### src/rtl/hebp_pkg.sv
// ----------------------------------------------------------------------------
// hebp_pkg
// Shared types and constants for the static Huffman encoder / bit packer.
// ----------------------------------------------------------------------------
`default_nettype none

package hebp_pkg;

  // Input operation codes
  localparam logic [1:0] OP_LOAD   = 2'd0;
  localparam logic [1:0] OP_ENCODE = 2'd1;
  localparam logic [1:0] OP_END    = 2'd2;

  localparam int unsigned CODE_W      = 16;  // stored code width
  localparam int unsigned LEN_W       = 6;   // queue length field, fits 0..63
  localparam int unsigned BYTE_W      = 8;
  localparam int unsigned ACC_W       = BYTE_W + CODE_W;
  localparam int unsigned FIRST_BIT   = 3;
  localparam int unsigned QUEUE_DEPTH = 4;
  localparam int unsigned QPTR_W      = $clog2(QUEUE_DEPTH);
  localparam int unsigned QCNT_W      = $clog2(QUEUE_DEPTH + 1);

  typedef enum logic {
    CMD_ENCODE = 1'b0,
    CMD_END    = 1'b1
  } cmd_e;

  typedef struct packed {
    cmd_e                kind;
    logic [CODE_W-1:0]   code;
    logic [LEN_W-1:0]    len;
  } cmd_t;

endpackage : hebp_pkg

`default_nettype wire

### src/rtl/hebp_queue.sv
// ----------------------------------------------------------------------------
// hebp_queue
// Short command queue between lookup front and packer back.
// ----------------------------------------------------------------------------
`default_nettype none

module hebp_queue import hebp_pkg::*; (
  input  wire logic clk_i,
  input  wire logic rst_ni,
  input  wire logic push_i,
  input  wire cmd_t push_cmd_i,
  output      logic full_o,
  output      logic valid_o,
  output      cmd_t head_o,
  input  wire logic pop_i
);

  cmd_t              slots_q [QUEUE_DEPTH];
  logic [QPTR_W-1:0] wr_q, wr_d, rd_q, rd_d;
  logic [QCNT_W-1:0] cnt_q, cnt_d;

  assign full_o  = (cnt_q == QCNT_W'(QUEUE_DEPTH));
  assign valid_o = (cnt_q != '0);
  assign head_o  = slots_q[rd_q];

  always_ff @(posedge clk_i) begin
    if (push_i) begin
      slots_q[wr_q] <= push_cmd_i;
    end
  end

  always_comb begin
    wr_d  = push_i ? wr_q + 1'b1 : wr_q;
    rd_d  = pop_i ? rd_q + 1'b1 : rd_q;
    cnt_d = cnt_q;
    if (push_i && !pop_i) begin
      cnt_d = cnt_q + 1'b1;
    end else if (!push_i && pop_i) begin
      cnt_d = cnt_q - 1'b1;
    end
  end

  always_ff @(posedge clk_i or negedge rst_ni) begin
    if (!rst_ni) begin
      wr_q  <= '0;
      rd_q  <= '0;
      cnt_q <= '0;
    end else begin
      wr_q  <= wr_d;
      rd_q  <= rd_d;
      cnt_q <= cnt_d;
    end
  end

endmodule : hebp_queue

`default_nettype wire

### config.mk
export PLATFORM = sky130hd
export DESIGN_NAME = hebp_queue
export DESIGN_NICKNAME = d
export VERILOG_FILES = /design/src/rtl/hebp_pkg.sv /design/src/rtl/hebp_queue.sv
export SDC_FILE = /design/constraint.sdc
export NUM_CORES = 1
export LEC_CHECK = 0
export BUFFER_PORTS_ARGS = -buffer_cell sky130_fd_sc_hd__buf_4
export CORE_MARGIN = 10
export CORE_UTILIZATION = 32
export CTS_CLUSTER_DIAMETER = 80
export CTS_CLUSTER_SIZE = 10
export DETAILED_ROUTE_END_ITERATION = 8
export PLACE_DENSITY = 0.56
export SYNTH_ARGS = -nofsm -noshare
export SYNTH_HDL_FRONTEND = slang
export SYNTH_SLANG_ARGS = --single-unit
### constraint.sdc
create_clock -name clk_i -period 2.16 [get_ports clk_i]
set_clock_uncertainty 0.15 [all_clocks]
set_input_delay 0.648 -clock clk_i [delete_from_list [all_inputs] [get_ports clk_i]]
set_output_delay 0.648 -clock clk_i [all_outputs]
set_load 0.005 [all_outputs]
; ---- After elaboration in Yosys (flattened, before gate mapping)
; Memories as Yosys holds them, arrays and structs flattened.
; Cells that the tools add are included.
[totals]
latchBits = 0
wordCells = 19
out_inout_bits = 25
reg_bits = 7
ram_bits = 92
romBits = 0
n_memories = 1
[op_classes]
muxes = 4
reduce_logical = 6
shift = 0
multipliers = 0
n_bitwise = 0
div_mod_pow = 0
magnitude_cmp = 0
n_eq_ne = 1
addsub = 4
[mem_list]
columns = name, words, word_bits, rd, rd_ports_with_merged_regs, wr, line_no
row1 = slots_q, 4, 23, 1, 0, 1, hebp_queue.sv:18  ; cmd_t slots_q [QUEUE_DEPTH];
[ops]
columns = op, count
row1 = two-way mux 3 bit, 2
row2 = "adder 2 x 1 -> 2 bit, second input constant", 2
row3 = "adder 3 x 1 -> 3 bit, second input constant", 1
row4 = "equality test 3 bit, second input constant", 1
row5 = nonzero test 3 bit, 1
row6 = "subtractor 3 x 1 -> 3 bit, second input constant", 1
row7 = logical AND 1 bit, 2
row8 = zero test 1 bit, 2
row9 = two-way mux 1 bit, 2
row10 = nonzero test 2 bit, 1

; ---- Longest topological paths before layout
; Gate-level depths: netlist (run 1).
[logic_depth]
word_depth = 4
mapped_depth = 7

; ---- Worst setup path after synthesis (run 1)
; Ideal clock, no wire load.
[synth_path]
kind = flip-flop to output port
start = register rd_q[0]
end = output port head_o[0] in the netlist's numbering
arrival_ns = 1.101
path_buffers = 2
stages_incl_launch_ff = 4
path_slack_ns = 0.261
path_cell_list = dfrtp_1 buf_6 buf_12 mux4_2
[synth_lines]
columns = item, line_no
row1 = start: declaration, hebp_queue.sv:19  ; logic [QPTR_W-1:0] wr_q, wr_d, rd_q, rd_d;
row2 = start signal: assignment, hebp_queue.sv:50  ; rd_q <= rd_d;
row3 = end: declaration, hebp_queue.sv:14  ; output cmd_t head_o,

==> summary.md, run 1 <==
| Metric | Value |
|---|---|
| Status | finished, violations left |
| Violated checks | negative setup slack |
| Crit Reg-Reg Endpoint | cnt_q[2] |
| Yosys cell types | 19 |
| Switching Fraction | 0.263 |
| Post-synth EDFFs | 92 |
| Layout Nets | 264 |
| Met3 global-route usage | 0.0431 |
| RSZ-0062 raised after global routing | yes |
| Fin. Hold Viols | 0 |
| FMAX | 410 MHz |
| Die ar. | 16500 µm² |
| NetSw | 0.00171 W |
| Crit path DAT | 1.64 ns |
| Yosys top cell by area | edfxtp_1 |
| DRC viols | 0 |
| Grt peak-use layer | met2 |
| Tcrit/Tclk final | 1.13 |
| Clock Power Share | 0.240 |
| GRT Overall Usage | 0.0874 |
| Grt met1 use | 0.0999 |
| Hold worst-path end | rd_q[0] |
| Hold path cells | 2 |
| Final HPWL DP | 4520 µm |
| Worst Setup End Kind | output pin |
| Final-report setup violation count | 23 |
| Clock Tree Root | clkbuf_16 |
| Worst skew pair latency | 0.34 ns |
| H-tree depth | 3 |
| VDD IR max | 0.000600 V |
| Initial antenna violation count | 0 |
| Lkg Pwr | 1.72 nW |
| Setup TNS | -5.62 ns |
| Share of power burned in registers | 0.408 |
| Origin of the critical flop-to-flop path | cnt_q[0] |
| Synthesized cell area | 3760 µm² |
| Int Pwr | 0.00480 W |
| Placer Congestion | 0.617 |
| Vias in the first global route | 1961 |
| Worst-Margin Slew | 0.239 ns |
| Synth Instances | 155 |
| Ys async rst share | 0.0707 |
| CP Class | reg2out |
| PD cells | 1350 nW/µm² |
| Area contributors post-synth | edfxtp_1 74%, mux4_2 11%, dfrtp_1 4.7% |
| Reg2reg path depth | 6 |
| Pins Over Slew Limit | 0 |
| Worst-path fanout max | 6 |
| FF-to-FF setup slack | 0.39 ns |
| WP data required | 1.36 ns |
| Total number of vias | 1744 |
| Yosys Warn Count | 0 |
| Layout Utilization | 0.421 |
| Drt wl/cell | 18.7 µm |
| Synth cell count leaders | 92 x edfxtp_1, 18 x mux4_2, 7 x dfrtp_1 |
| Core box area | 11500 µm² |
| PortBufs | 51 |
| Area Overhead vs Synth | 28.6% |
| ANT cells | 0 |
| MaxCap Viol Count | 0 |
| Layout cells sized above 1 | 0.470 |
| Main flop type after synthesis | edfxtp_1 |
| CP Launch Type | flop |
| Relative slew slack | 0.840 |
| Top cell type's share of synthesized area | 0.735 |
| Starting Density | 0.328 |
| Pin count of the biggest net entering global routing | 22 |
| M2 GR Usage | 0.139 |
| Top-level port count | 52 |
| Sequential share of the synthesized area | 0.782 |
| Most common cell in the netlist | edfxtp_1 |
| Clk sinks | 99 |
| HP Class | in2reg |
| Hold Startpoint | pop_i |
| Die height | 128 µm |
| Min cycle time layout | 2.44 ns |
| Die width | 128 µm |
| Syn Nets | 188 |
| CTS clk-pin slew, worst paths | 0.06 ns |
| Total Routed Length | 7080 µm |
| Number of buffers created by CTS | 9 |
| CTS tree | yes |
| Global route overflow | 0 |
| Final ANT Viol Nets | 0 |
| Flops & latches, synth | 99 |
| DRT Pass-1 Iters | 4 |
| Vias/cell | 4.60 |
| Clock Path Buffers | 2 |
| Comb pwr share | 0.351 |
| Setup WS post-layout | -0.280 ns |
| Cell Rows | 39 |
| Drt first-iter violations | 106 |
| Mean post-synth cell area | 24.2 µm² |
| Hold WS | 0.344 ns |
| First-pass GRT wire length | 10900 µm |
==> worst max-delay path, cell delays in order, from the launching register on <==
cell and delay (ns):
dfrtp_2 0.41, buf_12 0.12, clkbuf_16 0.14, mux4_2 0.50
buf_6 0.13
==> what timing repair did <==
item / CTS / global route
resized for setup: 19 / 9
setup buffers: 1 / 5
endpoints found under the setup margin: 23 / 24
hold buffers: 1 / 0
cloned: 0 / 1
hold endpoints to repair: 7 / 0
==> flip-flops by register name, indices dropped and copies added, names as in the netlist <==
name     count
cnt_q        3
rd_q         2
slots_q     92
wr_q         2
==> per-layer routing <==
layer	wire, µm	vias up
li1	-	787
met1	3030	911
met2	3500	39
met3	484	7
met4	72	0
met5	0	-
==> through the flow <==
step           cell area (µm²)  worst slack [ns]  total power [W]  std cells
2_1_floorplan             3760             0.261          0.00375        155
3_3_place_gp              4380            0.0793          0.00465        355
5_1_grt                   4830            -0.337          0.00688        379
3_5_place_dp              4380            0.0451          0.00467        355
6_report                  4830            -0.280          0.00651        379
4_1_cts                   4760            -0.302          0.00644        373
==> power groups by stage <==
stage / Sequential (W) / Clock [W] / Combinational (W)
4_1_cts: 0.00267 / 0.00161 / 0.00216
3_5_place_dp: 0.00271 / 0 / 0.00196
5_1_grt: 0.00270 / 0.00169 / 0.00249
6_report: 0.00266 / 0.00156 / 0.00229
2_1_floorplan: 0.00265 / 0 / 0.00110
3_3_place_gp: 0.00269 / 0 / 0.00196
==> placed cells by master (no fill, tap or decap) <==
| cell type | netlist | final |
|---|---|---|
| nor2_1 | 1 | 1 |
| dlygate4sd3_1 | 0 | 1 |
| xnor2_1 | 2 | 2 |
| o21ai_0 | 1 | 1 |
| xor2_1 | 4 | 4 |
| inv_1 | 4 | 4 |
| clkinv_2 | 0 | 2 |
| or3_1 | 1 | 1 |
| inv_6 | 0 | 1 |
| and2_1 | 4 | 4 |
| dfrtp_2 | 0 | 2 |
| buf_6 | 1 | 22 |
| fa_1 | 1 | 1 |
| clkbuf_16 | 0 | 10 |
| nand2_1 | 2 | 2 |
| ha_1 | 5 | 5 |
| bufinv_16 | 0 | 1 |
| buf_4 | 0 | 43 |
| mux4_2 | 18 | 23 |
| clkbuf_1 | 0 | 1 |
| clkinvlp_4 | 0 | 1 |
| buf_12 | 2 | 4 |
| dfrtp_1 | 7 | 5 |
| clkinv_4 | 0 | 1 |
| nor3b_1 | 1 | 1 |
| mux2_2 | 1 | 1 |
| edfxtp_1 | 92 | 92 |
==> kinds of logic after synthesis <==
family / Yosys count / synth area share
DFF: 99 / 0.782
muxes: 24 / 0.146
buffers and inverters: 10 / 0.0216
and+or+nand+nor: 9 / 0.0133
xor gates and xnor gates: 6 / 0.0140
adders and majority gates: 6 / 0.0220
AOI/OAI and AO/OA: 1 / 0.00133
==> cell type report <==
| type | instances | area, µm² |
|---|---|---|
| clock inverters | 6 | 65.1 |
| multi-input cells | 46 | 719 |
| repair buffers | 71 | 686 |
| fillers | 1010 | 6630 |
| inverters | 4 | 15.0 |
| flip-flops and latches | 99 | 2940 |
| well taps | 143 | 179 |
| clock buffers | 10 | 229 |
==> worst max-delay path by stage <==
stage	end	slack (ns)	from
6_report	head_o[6]	-0.28	rd_q[0]
5_1_grt	head_o[6]	-0.34	rd_q[0]
4_1_cts	head_o[22]	-0.30	rd_q[0]
3_5_place_dp	cnt_q[2]	0.05	pop_i
3_3_place_gp	head_o[18]	0.08	rd_q[0]
2_1_floorplan	head_o[0]	0.26	rd_q[0]
Note: power is estimated with default switching activity, not from simulation.
==> run 2, diff against run 1 <==
Settings changed: CORE_ASPECT_RATIO set to 0.75, PLACE_DENSITY 0.56 to 0.5.
==> run 2 against run 1 <==
Clock power barely moved. Die area grew 0.27%. Fmax is 0.71% higher. Sequential power barely moved. Hold slack got worse by 0.0052 ns. Routed wire length shrank 3.0%. Count of clock-buffer cells in the layout decreased by 1. The run still ends with negative setup slack left. First-iteration DRC count down 61%. Global-route usage barely moved. Critical path depth shrank 1.
==> summary.md, run 2 (synthesis gave the netlist of run 1 again) <==
| Metric | Value |
|---|---|
| Total number of vias | 1702 |
| Die height | 114 µm |
| NetSw | 0.00168 W |
| Clock Tree Root | clkbuf_16 |
| Most frequent cells in the layout | 92 x edfxtp_1, 38 x buf_4, 23 x mux4_2, 22 x buf_6, 9 x clkbuf_16 |
| Crit path DAT | 1.62 ns |
| Worst-path fanout max | 13 |
| Grt peak-use layer | met2 |
| CTS clk-pin slew, worst paths | 0.07 ns |
| Core box area | 11500 µm² |
| Layout cells sized above 1 | 0.450 |
| Drt first-iter violations | 41 |
| Layout Nets | 257 |
| Post-CTS Setup Inserts | 0 |
| Met3 global-route usage | 0.0423 |
| Layout Utilization | 0.415 |
| DRT Pass-1 Iters | 4 |
| Worst-Margin Slew | 0.268 ns |
| First-pass GRT wire length | 11100 µm |
| Final ANT Viol Nets | 0 |
| ANT cells | 0 |
| PortBufs | 51 |
| Relative slew slack | 0.821 |
| Total power | 0.00635 W |
| Vias/cell | 4.35 |
| CP Class | reg2out |
| Starting Density | 0.326 |
| HP Class | reg2reg |
| Global route overflow | 0 |
| H-tree depth | 3 |
| Initial antenna violation count | 0 |
| Setup WS post-layout | -0.263 ns |
| Die ar. | 16500 µm² |
| Vias in the first global route | 1925 |
| Pin count of the biggest net entering global routing | 18 |
| Fin. Hold Viols | 0 |
| Clock Path Buffers | 2 |
| Total Routed Length | 6870 µm |
| # fillers | 1009 |
| Sequential Area | 2940 µm² |
| PD cells | 1330 nW/µm² |
| Largest register FFs | 92 |
| Pins Over Slew Limit | 0 |
| Clk sinks | 99 |
| VDD IR max | 0.000468 V |
| Violated checks | negative setup slack |
| MaxCap Viol Count | 0 |
| Lkg Pwr | 1.68 nW |
| Placer Congestion | 0.667 |
| Comb pwr share | 0.334 |
| CTS tree | yes |
| GRT Overall Usage | 0.0873 |
| Most common cell after layout, fill and taps aside | edfxtp_1 |
| Min cycle time layout | 2.42 ns |
| Largest regs | slots_q x92, cnt_q x3 |
| Clock Power Share | 0.246 |
| Cell Rows | 34 |
| Drt wl/cell | 17.6 µm |
| DRC viols | 0 |
| FMAX | 413 MHz |
| Area Overhead vs Synth | 27.2% |
| Switching Fraction | 0.265 |
| Die width | 145 µm |
| WP data required | 1.36 ns |
| Final-report setup violation count | 23 |
| Area of the multi-input gates | 719 µm² |
| RSZ-0062 raised after global routing | yes |
| Top-level port count | 52 |
| Worst Setup End Kind | output pin |
| Int Pwr | 0.00467 W |
| Most flop-heavy register | slots_q |
| Tcrit/Tclk final | 1.12 |
| M2 GR Usage | 0.134 |
| Grt met1 use | 0.107 |
| Setup TNS | -5.09 ns |
| CP Launch Type | flop |
| Final HPWL DP | 4630 µm |
| Number of buffers created by CTS | 9 |
| Status | finished, violations left |
| Share of power burned in registers | 0.420 |
| Worst skew pair latency | 0.33 ns |
[run 2: cell types whose count changed in the layout (fill, tap and decap cells not counted)]
cell and change:
buf_4 -5, clkinv_2 -2, clkinv_4 +2, buf_12 -1
clkbuf_1 -1, clkbuf_16 -1, clkinv_1 +1, dfrtp_1 +1
dfrtp_2 -1
[run 2: timing repair]
action                     4_1_cts  5_1_grt
resized for setup               21        6
setup endpoints to repair       23       23
hold buffers                     1        0
hold endpoints to repair         7        0
[run 2: cell type report]
class	instances	share of cell area
clock inverter	7	0.0160
timing repair buffer	64	0.126
inverter	4	0.00314
tap	162	0.0424
clock buffer	9	0.0471
sequential	99	0.615
multi-input combinational	46	0.150
[run 2: critical path, stage by stage (launching register included)]
cell	delay (ns)
dfrtp_2	0.41
buf_12	0.18
mux4_2	0.56
buf_6	0.14
[run 2: worst paths after layout]
kind	startpoint	to	slack (ns)	depth (start not counted)
setup / recovery	rd_q[0]	head_o[17]	-0.26	3
hold / removal	cnt_q[2]	cnt_q[2]	0.34	1
setup reg to reg	wr_q[0]	slots_q[2][21]	0.61	4
hold reg to reg	cnt_q[2]	cnt_q[2]	0.34	1
max in group asynchronous	rst_ni	rd_q[0]	1.21	2
min in group asynchronous	rst_ni	cnt_q[2]	0.51	2
[run 2: per-layer routing]
metal	wire length (µm)	share of wire	vias up
li1	-	-	773
met1	3170	0.46	868
met2	3170	0.46	56
met3	460	0.067	5
met4	70	0.010	0
met5	0	0	-
[run 2: power by group through the flow]
stage                     registers [W]  clock network, W  logic (W)
after floorplan                 0.00265                 0    0.00110
after global placement          0.00270                 0    0.00196
after detailed placement        0.00270                 0    0.00197
after CTS                       0.00267           0.00161    0.00217
after global routing            0.00271           0.00169    0.00231
final                           0.00267           0.00156    0.00212
[run 2: stage by stage]
step                      hold WS [ns]  area, µm²  worst slack (ns)  std cells
final                            0.339       4780            -0.263        391
after global routing             0.345       4780            -0.319        391
after floorplan                  0.202       3760             0.261        155
after detailed placement         0.320       4410            0.0359        374
after CTS                        0.342       4780            -0.317        391
after global placement           0.321       4410            0.0485        374
