<file path="src/rtl/hebp_pkg.sv">
// ----------------------------------------------------------------------------
// hebp_pkg
// Shared types and constants for the static Huffman encoder / bit packer.
// ----------------------------------------------------------------------------
`default_nettype none

package hebp_pkg;

  // Input operation codes
  localparam logic [1:0] OP_LOAD   = 2'd0;
  localparam logic [1:0] OP_ENCODE = 2'd1;
  localparam logic [1:0] OP_END    = 2'd2;

  localparam int unsigned CODE_W      = 16;  // stored code width
  localparam int unsigned LEN_W       = 6;   // queue length field, fits 0..63
  localparam int unsigned BYTE_W      = 8;
  localparam int unsigned ACC_W       = BYTE_W + CODE_W;
  localparam int unsigned FIRST_BIT   = 3;
  localparam int unsigned QUEUE_DEPTH = 4;
  localparam int unsigned QPTR_W      = $clog2(QUEUE_DEPTH);
  localparam int unsigned QCNT_W      = $clog2(QUEUE_DEPTH + 1);

  typedef enum logic {
    CMD_ENCODE = 1'b0,
    CMD_END    = 1'b1
  } cmd_e;

  typedef struct packed {
    cmd_e                kind;
    logic [CODE_W-1:0]   code;
    logic [LEN_W-1:0]    len;
  } cmd_t;

endpackage : hebp_pkg

`default_nettype wire

</file>
<file path="src/rtl/hebp_back.sv">
// ----------------------------------------------------------------------------
// hebp_back
// Bit packer: appends codes to the accumulator, emits one byte per cycle
// when out_ready allows, flushes and emits the header patch at message end.
// ----------------------------------------------------------------------------
`default_nettype none

module hebp_back import hebp_pkg::*; #(
  parameter int unsigned MAX_CODE_LEN = 16
) (
  input  wire logic       clk_i,
  input  wire logic       rst_ni,
  input  wire logic       q_valid_i,
  input  wire cmd_t       q_head_i,
  output      logic       pop_o,
  output      logic       out_valid_o,
  input  wire logic       out_ready_i,
  output      logic [7:0] out_byte_o,
  output      logic       is_header_patch_o,
  output      logic       last_o
);

  localparam int unsigned TOT_W = $clog2(BYTE_W - 1 + MAX_CODE_LEN + 1);

  logic [ACC_W-1:0] acc_q, acc_d, sum_acc;
  logic [TOT_W-1:0] tot_q, tot_d, sum_tot;
  logic             phase_q, phase_d;
  logic             out_valid_q, out_valid_d;
  logic [7:0]       byte_q, byte_d;
  logic             hdr_q, hdr_d;
  logic             last_q, last_d;
  logic             take;
  logic [2:0]       pos;

  assign take = !out_valid_q || out_ready_i;
  assign pos  = tot_q[2:0];

  always_comb begin
    sum_acc = {{CODE_W{1'b0}}, acc_q[7:0]} | (ACC_W'(q_head_i.code) << pos);
    sum_tot = tot_q + TOT_W'(q_head_i.len);
  end

  always_comb begin
    acc_d       = acc_q;
    tot_d       = tot_q;
    phase_d     = phase_q;
    pop_o       = 1'b0;
    out_valid_d = out_valid_q && !out_ready_i;
    byte_d      = byte_q;
    hdr_d       = hdr_q;
    last_d      = last_q;

    if (tot_q >= TOT_W'(BYTE_W)) begin
      // drain full bytes before taking the next command
      if (take) begin
        out_valid_d = 1'b1;
        byte_d      = acc_q[7:0];
        hdr_d       = 1'b0;
        last_d      = 1'b0;
        acc_d       = acc_q >> BYTE_W;
        tot_d       = tot_q - TOT_W'(BYTE_W);
      end
    end else if (q_valid_i) begin
      case (q_head_i.kind)
        CMD_ENCODE: begin
          pop_o = 1'b1;
          if ((sum_tot >= TOT_W'(BYTE_W)) && take) begin
            out_valid_d = 1'b1;
            byte_d      = sum_acc[7:0];
            hdr_d       = 1'b0;
            last_d      = 1'b0;
            acc_d       = sum_acc >> BYTE_W;
            tot_d       = sum_tot - TOT_W'(BYTE_W);
          end else begin
            acc_d = sum_acc;
            tot_d = sum_tot;
          end
        end
        CMD_END: begin
          if (take) begin
            out_valid_d = 1'b1;
            if ((pos != 3'd0) && !phase_q) begin
              // flush partial last byte
              byte_d  = acc_q[7:0];
              hdr_d   = 1'b0;
              last_d  = 1'b0;
              phase_d = 1'b1;
            end else begin
              // patch: valid bits minus one, wraps to 7 on a full byte
              byte_d  = {5'd0, pos - 3'd1};
              hdr_d   = 1'b1;
              last_d  = 1'b1;
              pop_o   = 1'b1;
              phase_d = 1'b0;
              acc_d   = '0;
              tot_d   = TOT_W'(FIRST_BIT);
            end
          end
        end
        default: begin
          pop_o = 1'b1;
        end
      endcase
    end
  end

  always_ff @(posedge clk_i) begin
    byte_q <= byte_d;
    hdr_q  <= hdr_d;
    last_q <= last_d;
  end

  always_ff @(posedge clk_i or negedge rst_ni) begin
    if (!rst_ni) begin
      acc_q       <= '0;
      tot_q       <= TOT_W'(FIRST_BIT);
      phase_q     <= 1'b0;
      out_valid_q <= 1'b0;
    end else begin
      acc_q       <= acc_d;
      tot_q       <= tot_d;
      phase_q     <= phase_d;
      out_valid_q <= out_valid_d;
    end
  end

  assign out_valid_o       = out_valid_q;
  assign out_byte_o        = byte_q;
  assign is_header_patch_o = hdr_q;
  assign last_o            = last_q;

endmodule : hebp_back

`default_nettype wire

</file>
<file path="config.mk">
export PLATFORM = sky130hd
export DESIGN_NAME = hebp_back
export DESIGN_NICKNAME = d
export VERILOG_FILES = /design/src/rtl/hebp_pkg.sv /design/src/rtl/hebp_back.sv
export SDC_FILE = /design/constraint.sdc
export NUM_CORES = 1
export LEC_CHECK = 0
export BUFFER_PORTS_ARGS = -buffer_cell sky130_fd_sc_hd__buf_2
export CAP_MARGIN = 20
export CORE_AREA = 8 8 96 81
export CTS_BUF_LIST = sky130_fd_sc_hd__clkbuf_8
export CTS_CLUSTER_SIZE = 24
export DETAILED_ROUTE_END_ITERATION = 10
export DIE_AREA = 0 0 104 89
export GPL_ROUTABILITY_DRIVEN = 0
export PLACE_DENSITY_LB_ADDON = 0.12
export SYNTH_ARGS = -nofsm -noshare
export SYNTH_HDL_FRONTEND = slang
export SYNTH_SLANG_ARGS = --single-unit
export TNS_END_PERCENT = 20
</file>
<file path="constraint.sdc">
create_clock -name clk_i -period 6.12 [get_ports clk_i]
set_input_delay 0 -clock clk_i [delete_from_list [all_inputs] [get_ports clk_i]]
set_output_delay 0 -clock clk_i [all_outputs]
set_load 0.02 [all_outputs]
</file>
Word-level counts from Yosys, hierarchy flattened
Index checks and enable logic that the tools add are counted.

cells by class
  add/sub/neg operators = 4
  magnitude comparators = 2
  eq/ne operators = 4
  shifts and indexed selects = 1
  muxes and demuxes = 38
  bitwise logic cells = 3
  reduce and logical (&&, ||, !) cells = 12

operators with widths
  kind                 number
  $mux 24              6
  $mux 8               6
  $pmux 24 s2          1
  $mux 5               6
  $or 8x24->24         1
  $shl 16x3->24        1
  $pmux 8 s2           1
  $mux 1               14
  $reduce_and 4->1     3
  $ge 5x4->1 const B   2
  $pmux 5 s2           1
  $sub 5x4->5 const B  2
  $ne 3x3->1 const B   2
  $pmux 1 s2           3
  $add 5x5->5          1
  $logic_and 1x1->1    3
  $logic_not 1->1      3
  $reduce_bool 3->1    1
  $sub 3x1->3 const B  1
  $ne 2x1->1 const B   1
  $ne 2x2->1 const B   1
  $not 1->1            2
  $reduce_bool 2->1    1
  $logic_or 1x1->1     1

storage, ports and cells
  flip-flop bits (word level) = 40
  output and inout bits = 12

Logic depth before layout (Yosys ltp)
Gate-level depths: netlist of run 1.

  word-level depth = 7
  gate-level depth with buffers = 14
  gate-level depth less buffers = 12

Worst setup path after synthesis of run 1
No wires, ideal clock.

  kind = reg-to-reg
  start = register tot_q[1]
  end = register last_q (netlist: last_o), enable pin
  arrival time = 3461 ps
  required time = 5742 ps
  slack = 2281 ps
  cell stages (with the launch flop) = 14
  path buffers = 3
  period minus slack after synthesis = 3839 ps
  path through = dfstp_2 -> buf_2 -> buf_2 -> buf_2 -> inv_1 -> fa_1 -> nand2b_1 -> a21oi_1 -> xor2_1 -> inv_1 -> ha_1 -> o21ai_2 -> o21ai_0 -> a21oi_1

between the ends
  longest elaborated chain between the ends = 5
  elaborated cells on any way between the ends = 8
  classes of those cells = add/sub: 1; order compare: 2; eq/ne: 2; reduce/logical: 3

ends and longest elaborated chain
  what                                 line              RTL
  start: declaration                   hebp_back.sv:26   logic [TOT_W-1:0] tot_q, tot_d, sum_tot;
  start signal: assignment             hebp_back.sv:116  tot_q <= TOT_W'(FIRST_BIT);
  start signal: assignment             hebp_back.sv:121  tot_q <= tot_d;
  $add 5x5->5                          hebp_back.sv:40   sum_tot = tot_q + TOT_W'(q_head_i.len);
  $ge 5x4->1                           hebp_back.sv:67   if ((sum_tot >= TOT_W'(BYTE_W)) && take) begin
  $logic_and 1x1->1                    hebp_back.sv:67
  $ne 3x3->1 (no source line)          -
  $reduce_and 4->1 (no source line) *  -
  end signal: assignment               hebp_back.sv:110  last_q <= last_d;
  end: declaration                     hebp_back.sv:31   logic last_q, last_d;

Every way passes the cells marked *; elsewhere a longest branch is shown, timed or not.
A chain may end at the register's enable or synchronous reset.

Final worst setup path of run 1
  start = register tot_q[1]
  end = register byte_q[6] (netlist: out_byte_o[6]), enable pin

between the ends
  longest elaborated chain between the ends = 5
  elaborated cells on any way between the ends = 8
  classes of those cells = add/sub: 1; order compare: 2; eq/ne: 2; reduce/logical: 3

ends and longest elaborated chain
  what                                 line              RTL
  $add 5x5->5                          hebp_back.sv:40
  $ge 5x4->1                           hebp_back.sv:67
  $logic_and 1x1->1                    hebp_back.sv:67
  $ne 3x3->1 (no source line)          -
  $reduce_and 4->1 (no source line) *  -
  end signal: assignment               hebp_back.sv:108  byte_q <= byte_d;
  end: declaration                     hebp_back.sv:29   logic [7:0] byte_q, byte_d;

Marked as above.

==> out/metrics.csv, run 1 <==
stage,metric,value,unit
status,status,"finished, final reports clean",
sta,timing.final.crit_share,74.7,%
cts,clock-root-buffer,clkbuf_8,
synthesis,synthMuxAreaShare,12.9,%
synthesis,yosysSeqAreaShare,34.2,%
global_route,grt.total_usage,18.2,%
final_layout,final_common_cell,buf_2,
global_route,grt_pass1_vias,2668,
sta,max_freq,219,MHz
final_layout,layout.cells.non_filler,437,
synthesis,synth_area_leaders,"dfrtp_1 23%, edfxtp_1 9.0%, o21ai_0 5.9%",
sta,worst_pin_slew,1.01,ns
placement,placedCellCount,427,
cts,tritoncts,yes,
die,die_w,104,um
placement,port_buffers,37,
final_layout,drive_gt1_share,19.8,%
synthesis,syn_inst,328,
placement,dp_hpwl,5930,um
synthesis,synthXorXnorAreaFrac,1.47,%
global_route,grt_pass1_wl,13800,um
final_layout,syn_to_final_growth,9.88,%
detailed_routing,ant_nets,0,
final_layout,seq_area,0.00102,mm2
synthesis,synth_fa_ha_area_share,4.02,%
die,rows,26,
synthesis,synthSimpleGateAreaFrac,12.6,%
synthesis,synth_compound_area_share,29.0,%
cts,cts.clk_slew.worst_paths,0.08,ns
setup_path,worstPathCellList,"inv_1, fa_1, nand2b_1, a21oi_1, xor2_1, inv_1, ha_1, o21ai_2, o21ai_0, a21oi_1",
sta,clock_skew,0.00477,ns
synthesis,synth_cell_types,53,
setup_path,endpoint_kind,flip-flop,
detailed_routing,num_vias,2692,
synthesis,ys_ff_latch,39,
synthesis,async_flop_share,76.9,%
detailed_routing,drt_iter0_drc,282,
final_layout,fillers,592,
die,pin_count,39,
setup_path,crit_slowest_cell,dfstp_2,
cts,cts_resized,0,
job,cap_violations,0,
synthesis,synth_top_family_by_area,compound AO/OA/AOI/OAI gates,
power,p_leak,0.00142,uW
cts,cts_max_path_buffers,2,
setup_path,slowest_delay,0.88,ns
detailed_routing,drc,0,
synthesis,synth_edf_count,9,
global_route,grt_max_degree,31,
setup_path,required,6.03,ns
die,die-area,0.00926,mm2
synthesis,syn_avg_cell_area,9.11,um2
setup_path,crit_type,reg -> reg,
sta,relSlewSlack,32.5,%
sta,slew_viol_final,0,
synthesis,syn_nets,364,
cts,cts_buffers,5,
synthesis,yosys_warnings,0,
die,design.core.area,0.00618,mm2
detailed_routing,wl_per_cell,18.5,um
sta,min_period,4.57,ns
final_layout,multi_input_area,0.00179,mm2
sta,final.setup.tns,0,ns
cts,clock-sinks,39,
synthesis,synth_top_area_cell,dfrtp_1,
power,ir_drop,0.158,mV
hold_path,hp-class,in -> reg,
synthesis,synth_area,0.00299,mm2
cts,cts_max_level,2,
synthesis,synth_flop_cell,dfrtp_1,
sta,finalSetupViolations,0,
detailed_routing,finalWirelength,8100,um
setup_path,worstPathArrival,4.48,ns
detailed_routing,vias_per_cell,6.16,
setup_path,cp_max_fo,26,
final_layout,nets,388,
sta,rsz0062_at_grt,no,
final_layout,mostFrequentLayoutCells,"37 x buf_2, 35 x o21ai_0, 28 x dfrtp_1",
global_route,antenna_found_initial,0,
global_route,globalRoute.totalOverflow,0,
die,fp.dieH,89,um
final_layout,n_antenna_cell,0,
die,start_util,48.4,%
synthesis,synth_top_area_share,23.4,%
sta,finalHoldViolations,0,
power,p_per_area,561,mW/mm2
cts,clk_latency,0.29,ns
detailed_routing,first_pass_iters,4,
setup_path,setup.worst_path.start_class,flip-flop,
==> layer usage <==
metal | global-route usage [%] | up-vias | wire length (um) | share of wire, %
li1 | - | 1303 | - | -
met1 | 24.1 | 1283 | 3720 | 46
met2 | 29.0 | 93 | 3730 | 46
met3 | 3.75 | 13 | 468 | 5.8
met4 | 6.82 | 0 | 182 | 2.2
met5 | 0 | - | 0 | 0
==> cells by family (layout without fill, tap and decap cells) <==
logic type      after synthesis  in the layout
xor+xnor                      5              5
compound gates              129            129
flops                        39             39
simple gates                 73             73
fa+ha+maj                     9              9
buf+inv                      41             66
mux                          32             32
==> cell usage after synthesis (all sizes together), types with 2 or more instances <==
cell type and n:
nand3 10, a211o 4, mux2 12, dfrtp 28, and2 2, a22o 11
nor2 12, a21oi 20, a32oi 2, o2bb2ai 8, o21a 2, nor2b 4
a32o 2, nand2b 4, clkbuf 13, ha 8, mux4 4, a22oi 4
inv 15, nor3 2, o21ai 37, mux2i 16, a211oi 6, o22ai 5
o211ai 5, xnor2 2, edfxtp 9, nand4 6, a31oi 14, a21o 3
dfstp 2, nand2 27, buf 12, xor2 3
==> power breakdown <==
| group | internal, uW | total [uW] | switching, uW |
|---|---|---|---|
| clock | 76.1 | 165 | 88.9 |
| sequential | 396 | 525 | 130 |
| combinational | 446 | 1150 | 706 |
==> final cells by class <==
| cell class | count | area share (%) |
|---|---|---|
| clock buffer | 5 | 2.10 |
| clock inverter | 3 | 0.343 |
| inverter | 16 | 1.83 |
| multi-input combinational | 248 | 54.5 |
| sequential | 39 | 31.2 |
| tap | 84 | 3.20 |
| timing repair buffer | 42 | 6.86 |
==> sequential cells by signal (all words and copies together) (netlist names) <==
signal	flops
out_valid_o	1
last_o	1
out_byte_o	8
tot_q	5
acc_q	23
phase_q	1
==> worst max-delay path: cells and delay by family, from the launching register on <==
kind	cells	cell delay, ns
simple gates	1	0.16
flops	1	0.88
compound gates	4	1.55
buf+inv	2	0.35
xor+xnor	1	0.46
fa+ha+maj	2	0.77
==> through the flow <==
step	total power, uW	setup slack (ns)	utilization (%)	hold slack, ns	cell area, um2
global placement	1650	1.74	51.6	0.105	3190
finish	1840	1.55	53.1	0.0464	3280
CTS	1840	1.56	53.0	0.0483	3280
global route	2010	1.16	53.1	0.0767	3280
detailed placement	1670	1.58	51.6	0.0948	3190
floorplan	1400	2.28	-	-0.296	2990
==> timing repair <==
item,4_1_cts,5_1_grt
buffers inserted,0,0
hold endpoints to repair,28,0
setup endpoints to repair,0,0
hold buffers,1,0
==> path summary, 6_finish.rpt <==
check | to | from | slack [ns] | cells past startpoint
setup / recovery | out_byte_o[6]$_DFFE_PP_ | tot_q[1]$_DFFE_PN1P_ | 1.55 | 10
setup reg to reg | out_byte_o[6]$_DFFE_PP_ | tot_q[1]$_DFFE_PN1P_ | 1.55 | 10
min in group asynchronous | tot_q[3]$_DFFE_PN0P_ | rst_ni | 0.29 | 2
hold / removal | tot_q[2]$_DFFE_PN0P_ | q_valid_i | 0.05 | 3
hold reg to reg | acc_q[22]$_DFFE_PN0P_ | acc_q[22]$_DFFE_PN0P_ | 0.48 | 2
max in group asynchronous | acc_q[19]$_DFFE_PN0P_ | rst_ni | 5.36 | 2
Power figures use the tool's default switching activity.
==> run 2, diff against run 1 <==
Settings changed: ABC_AREA from default to 1.
Clock period 6.12 ns to 3.9 ns, I/O delays scaled along.
==> run 2 against run 1 <==
  * Via count is 9.3% higher
  * First-iteration DRC count fell by 30%
  * Register-to-register slack worse by 0.95 ns
  * Cell count increased by 30%
  * Synthesized area up 0.84%
  * Hold slack better by 0.076 ns
  * Clock power increased by 110%
  * Sequential power up 38%
  * Flip-flop and latch count unchanged
  * Critical path type unchanged
  * Critical endpoint is now out_byte_o[4]$_DFFE_PP_
==> out/metrics.csv, run 2 <==
stage,metric,value,unit,change
sta,hold_ws,0.123,ns,+0.0761 ns
final_layout,finish.utilization,54.1,%,+1.0 points
sta,fin_ws,0.599,ns,-0.951 ns
synthesis,synth_flop_cell,dfrtp_1,,
final_layout,syn_to_final_growth,11.0,%,
sta,min_period,3.30,ns,-1.27 ns
synthesis,ys_ff_latch,39,,unchanged
detailed_routing,finalWirelength,7560,um,-6.7%
die,start_util,48.8,%,+0.40 points
sta,max_freq,303,MHz,+38%
synthesis,synth_common_cells,"146 x nand2_1, 57 x nand3_1, 49 x inv_1",,
placement,dp_hpwl,5590,um,-5.8%
cts,clock-root-buffer,clkbuf_8,,
setup_path,cp_max_fo,21,,-19%
sta,worst_pin_slew,0.755,ns,-0.257 ns
die,design.core.area,0.00618,mm2,unchanged
global_route,grt_pass1_vias,2761,,+3.5%
detailed_routing,wl_per_cell,13.3,um,-28%
power,p_int,1390,uW,+51%
power,power.share.clock,12.1,%,+3.1 points
sta,finalSetupViolations,0,,unchanged
placement,port_buffers,37,,unchanged
die,pin_count,39,,unchanged
synthesis,synth_area,0.00301,mm2,+0.84%
synthesis,syn_inst,457,,+39%
status,status,"finished, final reports clean",,
global_route,antenna_found_initial,0,,unchanged
power,p_per_area,848,mW/mm2,+51%
setup_path,setup.worst_path.start_class,flip-flop,,
detailed_routing,num_vias,2942,,+9.3%
hold_path,holdPathEnd,tot_q[2]$_DFFE_PN0P_,,
power,p_leak,0.00172,uW,+21%
detailed_routing,ant_nets,0,,unchanged
detailed_routing,vias_per_cell,5.16,,-16%
synthesis,synth_cell_types,37,,-30%
cts,cts_resized,0,,unchanged
placement,dp_slack,0.602,ns,-0.983 ns
die,fp.dieH,89,um,unchanged
global_route,grt_pass1_wl,13100,um,-5.0%
sta,timing.final.crit_share,84.7,%,+10 points
cts,cts_setup_buffers,0,,unchanged
global_route,grt_max_degree,31,,unchanged
synthesis,synth_top_area_cell,dfrtp_1,,
power,p_seq_share,25.6,%,-2.9 points
synthesis,synth_top_family_by_area,simple AND/OR/NAND/NOR gates,,
synthesis,synthSimpleGateAreaFrac,35.7,%,+23 points
placement,placedInstanceArea,0.00321,mm2,+0.86%
cts,cts.clk_slew.worst_paths,0.08,ns,about the same
detailed_routing,drc,0,,unchanged
cts,clk_latency,0.30,ns,about the same
global_route,grt.total_usage,17.0,%,-1.1 points
final_layout,largest_reg_flops,23,,unchanged
setup_path,crit_type,reg -> reg,,
setup_path,reg2reg_setup_slack,0.60,ns,-0.95 ns
die,die-area,0.00926,mm2,unchanged
synthesis,syn_avg_cell_area,6.60,um2,-28%
final_layout,fillers,656,,+11%
setup_path,required,3.84,ns,-2.19 ns
cts,cts_max_path_buffers,2,,unchanged
synthesis,yosys_warnings,0,,unchanged
final_layout,postLayoutCellArea,0.00335,mm2,+1.9%
hold_path,hold_depth,4,,+1
synthesis,async_flop_share,76.9,%,unchanged
final_layout,mostFrequentLayoutCells,"146 x nand2_1, 57 x nand3_1, 49 x inv_1",,
cts,cts_buffers,5,,unchanged
synthesis,synth_compound_area_share,14.7,%,-14 points
setup_path,worstPathArrival,3.24,ns,-1.24 ns
setup_path,r2r_cells,10,,unchanged
setup_path,reg2reg_to,out_byte_o[4]$_DFFE_PP_,,
power,p_sw_share,51.2,%,+1.0 points
job,cap_violations,0,,unchanged
final_layout,final_common_cell,nand2_1,,
final_layout,n_antenna_cell,0,,unchanged
setup_path,reg2reg_from,tot_q[1]$_DFFE_PN1P_,,
final_layout,nets,521,,+34%
final_layout,drive_gt1_share,14.2,%,-5.6 points
hold_path,hp-class,in -> reg,,
power,p_switching,1450,uW,+57%
synthesis,syn_nets,493,,+35%
synthesis,yosysSeqAreaShare,34.0,%,-0.28 points
cts,cts_max_level,2,,unchanged
global_route,globalRoute.totalOverflow,0,,unchanged
die,rows,26,,unchanged
die,die_w,104,um,unchanged
power,ir_drop,0.367,mV,+130%
final_layout,largest_register,acc_q,,
sta,final.setup.tns,0,ns,unchanged
sta,finalHoldViolations,0,,unchanged
synthesis,yosysMostFrequentCell,nand2_1,,
synthesis,synth_edf_count,9,,unchanged
sta,clock_skew,0.0123,ns,+0.00752 ns
power,pwr-share-comb,62.3,%,-0.2 points
cts,clock-sinks,39,,unchanged
detailed_routing,first_pass_iters,5,,+1
synthesis,synth_area_leaders,"dfrtp_1 23%, nand2_1 18%, nand3_1 9.5%",,
setup_path,endpoint_kind,flip-flop,,
hold_path,hp-start,q_head_i[22],,
cts,tritoncts,yes,,
sta,rsz0062_at_grt,no,,
detailed_routing,drt_iter0_drc,198,,-30%
sta,relSlewSlack,49.6,%,+17 points
sta,slew_viol_final,0,,unchanged
synthesis,synthXorXnorAreaFrac,0.581,%,-0.88 points
synthesis,synthMuxAreaShare,0,%,-13 points
synthesis,synth_top_area_share,23.2,%,-0.19 points
synthesis,synth_fa_ha_area_share,3.99,%,-0.033 points
[run 2: critical path: stages, from the launching register on]
cell	delay (ns)
dfstp_2	0.77
inv_1	0.14
fa_1	0.44
inv_1	0.07
nand3_1	0.07
nand3_1	0.09
nand2_1	0.10
ha_1	0.25
nand2_4	0.20
a21oi_4	0.17
nor2_1	0.63
[run 2: worst max path at each step]
stage,startpoint,to,slack [ns]
after floorplan,tot_q[1]$_DFFE_PN1P_,last_o$_SDFFCE_PN0P_,0.94
after global placement,tot_q[1]$_DFFE_PN1P_,out_byte_o[1]$_DFFE_PP_,0.66
after detailed placement,tot_q[1]$_DFFE_PN1P_,out_byte_o[6]$_DFFE_PP_,0.60
after CTS,tot_q[1]$_DFFE_PN1P_,out_byte_o[4]$_DFFE_PP_,0.58
after global routing,tot_q[1]$_DFFE_PN1P_,out_byte_o[1]$_DFFE_PP_,0.34
final,tot_q[1]$_DFFE_PN1P_,out_byte_o[4]$_DFFE_PP_,0.60
[run 2: power by group through the flow]
stage               clock, uW  sequential [uW]  combinational, uW
floorplan                   0              771               1340
global placement            0              729               1740
detailed placement          0              734               1760
CTS                       347              726               1770
global route              366              753               2020
finish                    343              726               1770
[run 2: per-layer routing]
metal,up-vias,global-route usage (%),part of all wire (%)
li1,1529,-,-
met4,0,4.72,1.6
met1,1318,21.7,47
met2,81,28.8,46
met3,14,3.75,5.6
met5,-,0,0
[run 2: cells by family (layout without fill, tap and decap cells)]
kind of cell / count (synthesis) / after routing
simple gates: 251 / 251
compound gates: 79 / 79
buf+inv: 77 / 106
flops: 39 / 39
fa+ha+maj: 9 / 9
xor+xnor: 2 / 2
[run 2: layout make-up]
type / instances / area [um2] / area share, %
Tap cell: 84 / 105 / 3.14
Multi-Input combinational cell: 341 / 1660 / 49.5
Clock buffer: 5 / 68.8 / 2.06
Clock inverter: 3 / 43.8 / 1.31
Timing Repair Buffer: 44 / 243 / 7.25
Inverter: 54 / 205 / 6.13
Sequential cell: 39 / 1020 / 30.6
[run 2: per-stage QoR]
stage,total power (uW),std cells
2_1_floorplan,2110,457
3_3_place_gp,2470,560
3_5_place_dp,2490,560
4_1_cts,2850,570
5_1_grt,3140,570
6_report,2840,570
[run 2: repair_timing]
action / CTS / global route
hold endpoints to repair: 30 / 0
endpoints found under the setup margin: 0 / 0
hold buffers: 2 / 0
==> run 3, diff against run 2 <==
Clock period 3.9 ns to 2.89 ns, I/O delays scaled along.
==> run 3 against run 2 <==
  * First-iteration DRC count up 5.6%
  * Sequential share of layout area down 0.64 points
  * Count of clock-buffer cells in the layout unchanged
  * Power up 40%
  * Utilization up 1.2 points
  * Non-clock buffer count up 6
  * Clock skew down 0.0036 ns
  * Cell area up 2.1%
  * Critical path type unchanged
  * Critical endpoint is now acc_q[9]$_DFFE_PN0P_
==> out/metrics.csv, run 3 (synthesis results as in run 2) <==
stage,metric,value,unit,change
status,status,"finished, final reports clean",,
sta,finalHoldViolations,0,,unchanged
die,start_util,48.8,%,unchanged
global_route,grt_use_met1,22.4,%,+0.68 points
detailed_routing,drt_iter0_drc,209,,+5.6%
die,die-area,0.00926,mm2,unchanged
detailed_routing,first_pass_iters,5,,unchanged
power,p_sw_share,49.7,%,-1.5 points
hold_path,hp-class,in -> reg,,
detailed_routing,ant_nets,0,,unchanged
sta,relSlewSlack,49.6,%,about the same
power,power.share.clock,13.8,%,+1.7 points
cts,clock-sinks,39,,unchanged
global_route,grt_pass1_vias,2773,,+0.43%
cts,cts_resized,0,,unchanged
die,pin_count,39,,unchanged
final_layout,finish.utilization,55.3,%,+1.2 points
sta,timing.final.crit_share,91.6,%,+6.9 points
sta,max_freq,378,MHz,+25%
power,p_leak,0.00175,uW,+2.0%
setup_path,crit_type,reg -> reg,,
power,finalPower,3990,uW,+40%
power,p_switching,1980,uW,+36%
detailed_routing,wl_per_cell,13.5,um,+1.5%
setup_path,worstPathArrival,2.86,ns,-0.38 ns
die,die_w,104,um,unchanged
sta,worst_pin_slew,0.756,ns,+0.000954 ns
final_layout,largest_reg_flops,23,,unchanged
setup_path,required,3.10,ns,-0.74 ns
detailed_routing,finalWirelength,7760,um,+2.6%
final_layout,drive_gt1_share,15.4,%,+1.2 points
cts,clock-root-buffer,clkbuf_8,,
final_layout,syn_to_final_growth,13.4,%,
sta,final.setup.tns,0,ns,unchanged
power,ir_drop,0.404,mV,+10%
placement,dp_hpwl,5670,um,+1.3%
global_route,grt_pass1_wl,13100,um,about the same
sta,slew_viol_final,0,,unchanged
cts,cts.clk_slew.worst_paths,0.08,ns,about the same
cts,cts_max_path_buffers,2,,unchanged
final_layout,postLayoutCellArea,0.00342,mm2,+2.1%
final_layout,nets,527,,+1.2%
cts,cts_setup_buffers,0,,unchanged
cts,cts_buffers,5,,unchanged
sta,rsz0062_at_grt,no,,
global_route,use_met2,28.0,%,-0.76 points
final_layout,n_antenna_cell,0,,unchanged
sta,finalSetupViolations,0,,unchanged
die,fp.dieH,89,um,unchanged
placement,placedInstanceArea,0.00326,mm2,+1.5%
cts,clk_latency,0.30,ns,about the same
detailed_routing,vias_per_cell,5.15,,-0.30%
power,p_seq_share,23.9,%,-1.7 points
power,p_int,2000,uW,+45%
global_route,antenna_found_initial,0,,unchanged
global_route,grt.total_usage,17.2,%,+0.11 points
setup_path,cp_max_fo,17,,-19%
cts,tritoncts,yes,,
power,p_per_area,1170,mW/mm2,+37%
die,design.core.area,0.00618,mm2,unchanged
global_route,globalRoute.totalOverflow,0,,unchanged
job,cap_violations,0,,unchanged
setup_path,endpoint_kind,flip-flop,,
sta,min_period,2.65,ns,-0.655 ns
final_layout,largest_register,acc_q,,
placement,port_buffers,37,,unchanged
cts,cts_max_level,2,,unchanged
detailed_routing,drc,0,,unchanged
global_route,met3_usage,3.82,%,+0.072 points
global_route,grt_busiest_layer,met2,,
final_layout,final_common_cell,nand2_1,,
die,rows,26,,unchanged
global_route,grt_max_degree,32,,+3.2%
power,pwr-share-comb,62.3,%,about the same
setup_path,setup.worst_path.start_class,flip-flop,,
final_layout,mostFrequentLayoutCells,"146 x nand2_1, 57 x nand3_1, 49 x inv_1",,
sta,clock_skew,0.00872,ns,-0.00358 ns
detailed_routing,num_vias,2964,,+0.75%
[run 3: cell types whose count changed in the layout (fill, tap and decap cells not counted), sizes merged]
cell	before	now
bufinv	1	2
clkinvlp	0	1
clkinv	4	2
buf	42	48
[run 3: worst max-delay path, cell delays in order, from the launching register on]
cell and delay, ns:
dfstp_2 0.54, ha_1 0.16, inv_1 0.05, fa_1 0.40, inv_1 0.07, nand3_1 0.08, nand3_1 0.09, nand2_1 0.10
ha_1 0.24, nand2_4 0.09, buf_4 0.22, nand2_4 0.17, nand2_1 0.11, nand3_1 0.07, a21oi_1 0.15
[run 3: cell type report]
class / instances / area [um2]
clock buffer: 5 / 68.8
clock inverter: 3 / 67.6
fill: 631 / 2760
sequential: 39 / 1020
timing repair buffer: 50 / 288
tap: 84 / 105
inverter: 54 / 205
multi-input combinational: 341 / 1660
[run 3: power by group through the flow]
stage	clock [uW]	sequential, uW	combinational [uW]
6_report	550	952	2480
5_1_grt	582	981	2830
4_1_cts	558	953	2480
3_5_place_dp	0	963	2460
3_3_place_gp	0	953	2440
2_1_floorplan	0	1040	1810
[run 3: metal layers]
metal	up-vias	share of wire [%]
li1	1543	-
met1	1320	48
met2	86	45
met3	15	5.6
met4	0	1.8
met5	-	0
[run 3: final timing paths]
check,from,to,slack (ns),depth (start not counted)
max,tot_q[0]$_DFFE_PN1P_,acc_q[9]$_DFFE_PN0P_,0.24,14
min reg2reg,acc_q[17]$_DFFE_PN0P_,acc_q[17]$_DFFE_PN0P_,0.49,2
min in group asynchronous,rst_ni,out_valid_o$_DFF_PN0_,0.29,2
max reg2reg,tot_q[0]$_DFFE_PN1P_,acc_q[9]$_DFFE_PN0P_,0.24,14
max in group asynchronous,rst_ni,acc_q[8]$_DFFE_PN0P_,2.10,2
min,q_head_i[22],tot_q[0]$_DFFE_PN1P_,0.11,4
[run 3: what timing repair did]
action | CTS | global route
setup endpoints to repair | 0 | 0
hold buffers | 2 | 0
hold endpoints to repair | 30 | 0
[run 3: stage by stage]
step                      instances  worst slack (ns)  hold slack (ns)
after floorplan                 457             0.103           -0.296
after global routing            576            0.0783            0.124
after detailed placement        566             0.277           0.0967
after CTS                       576             0.248            0.112
final                           576             0.244            0.115
after global placement          566             0.329            0.100
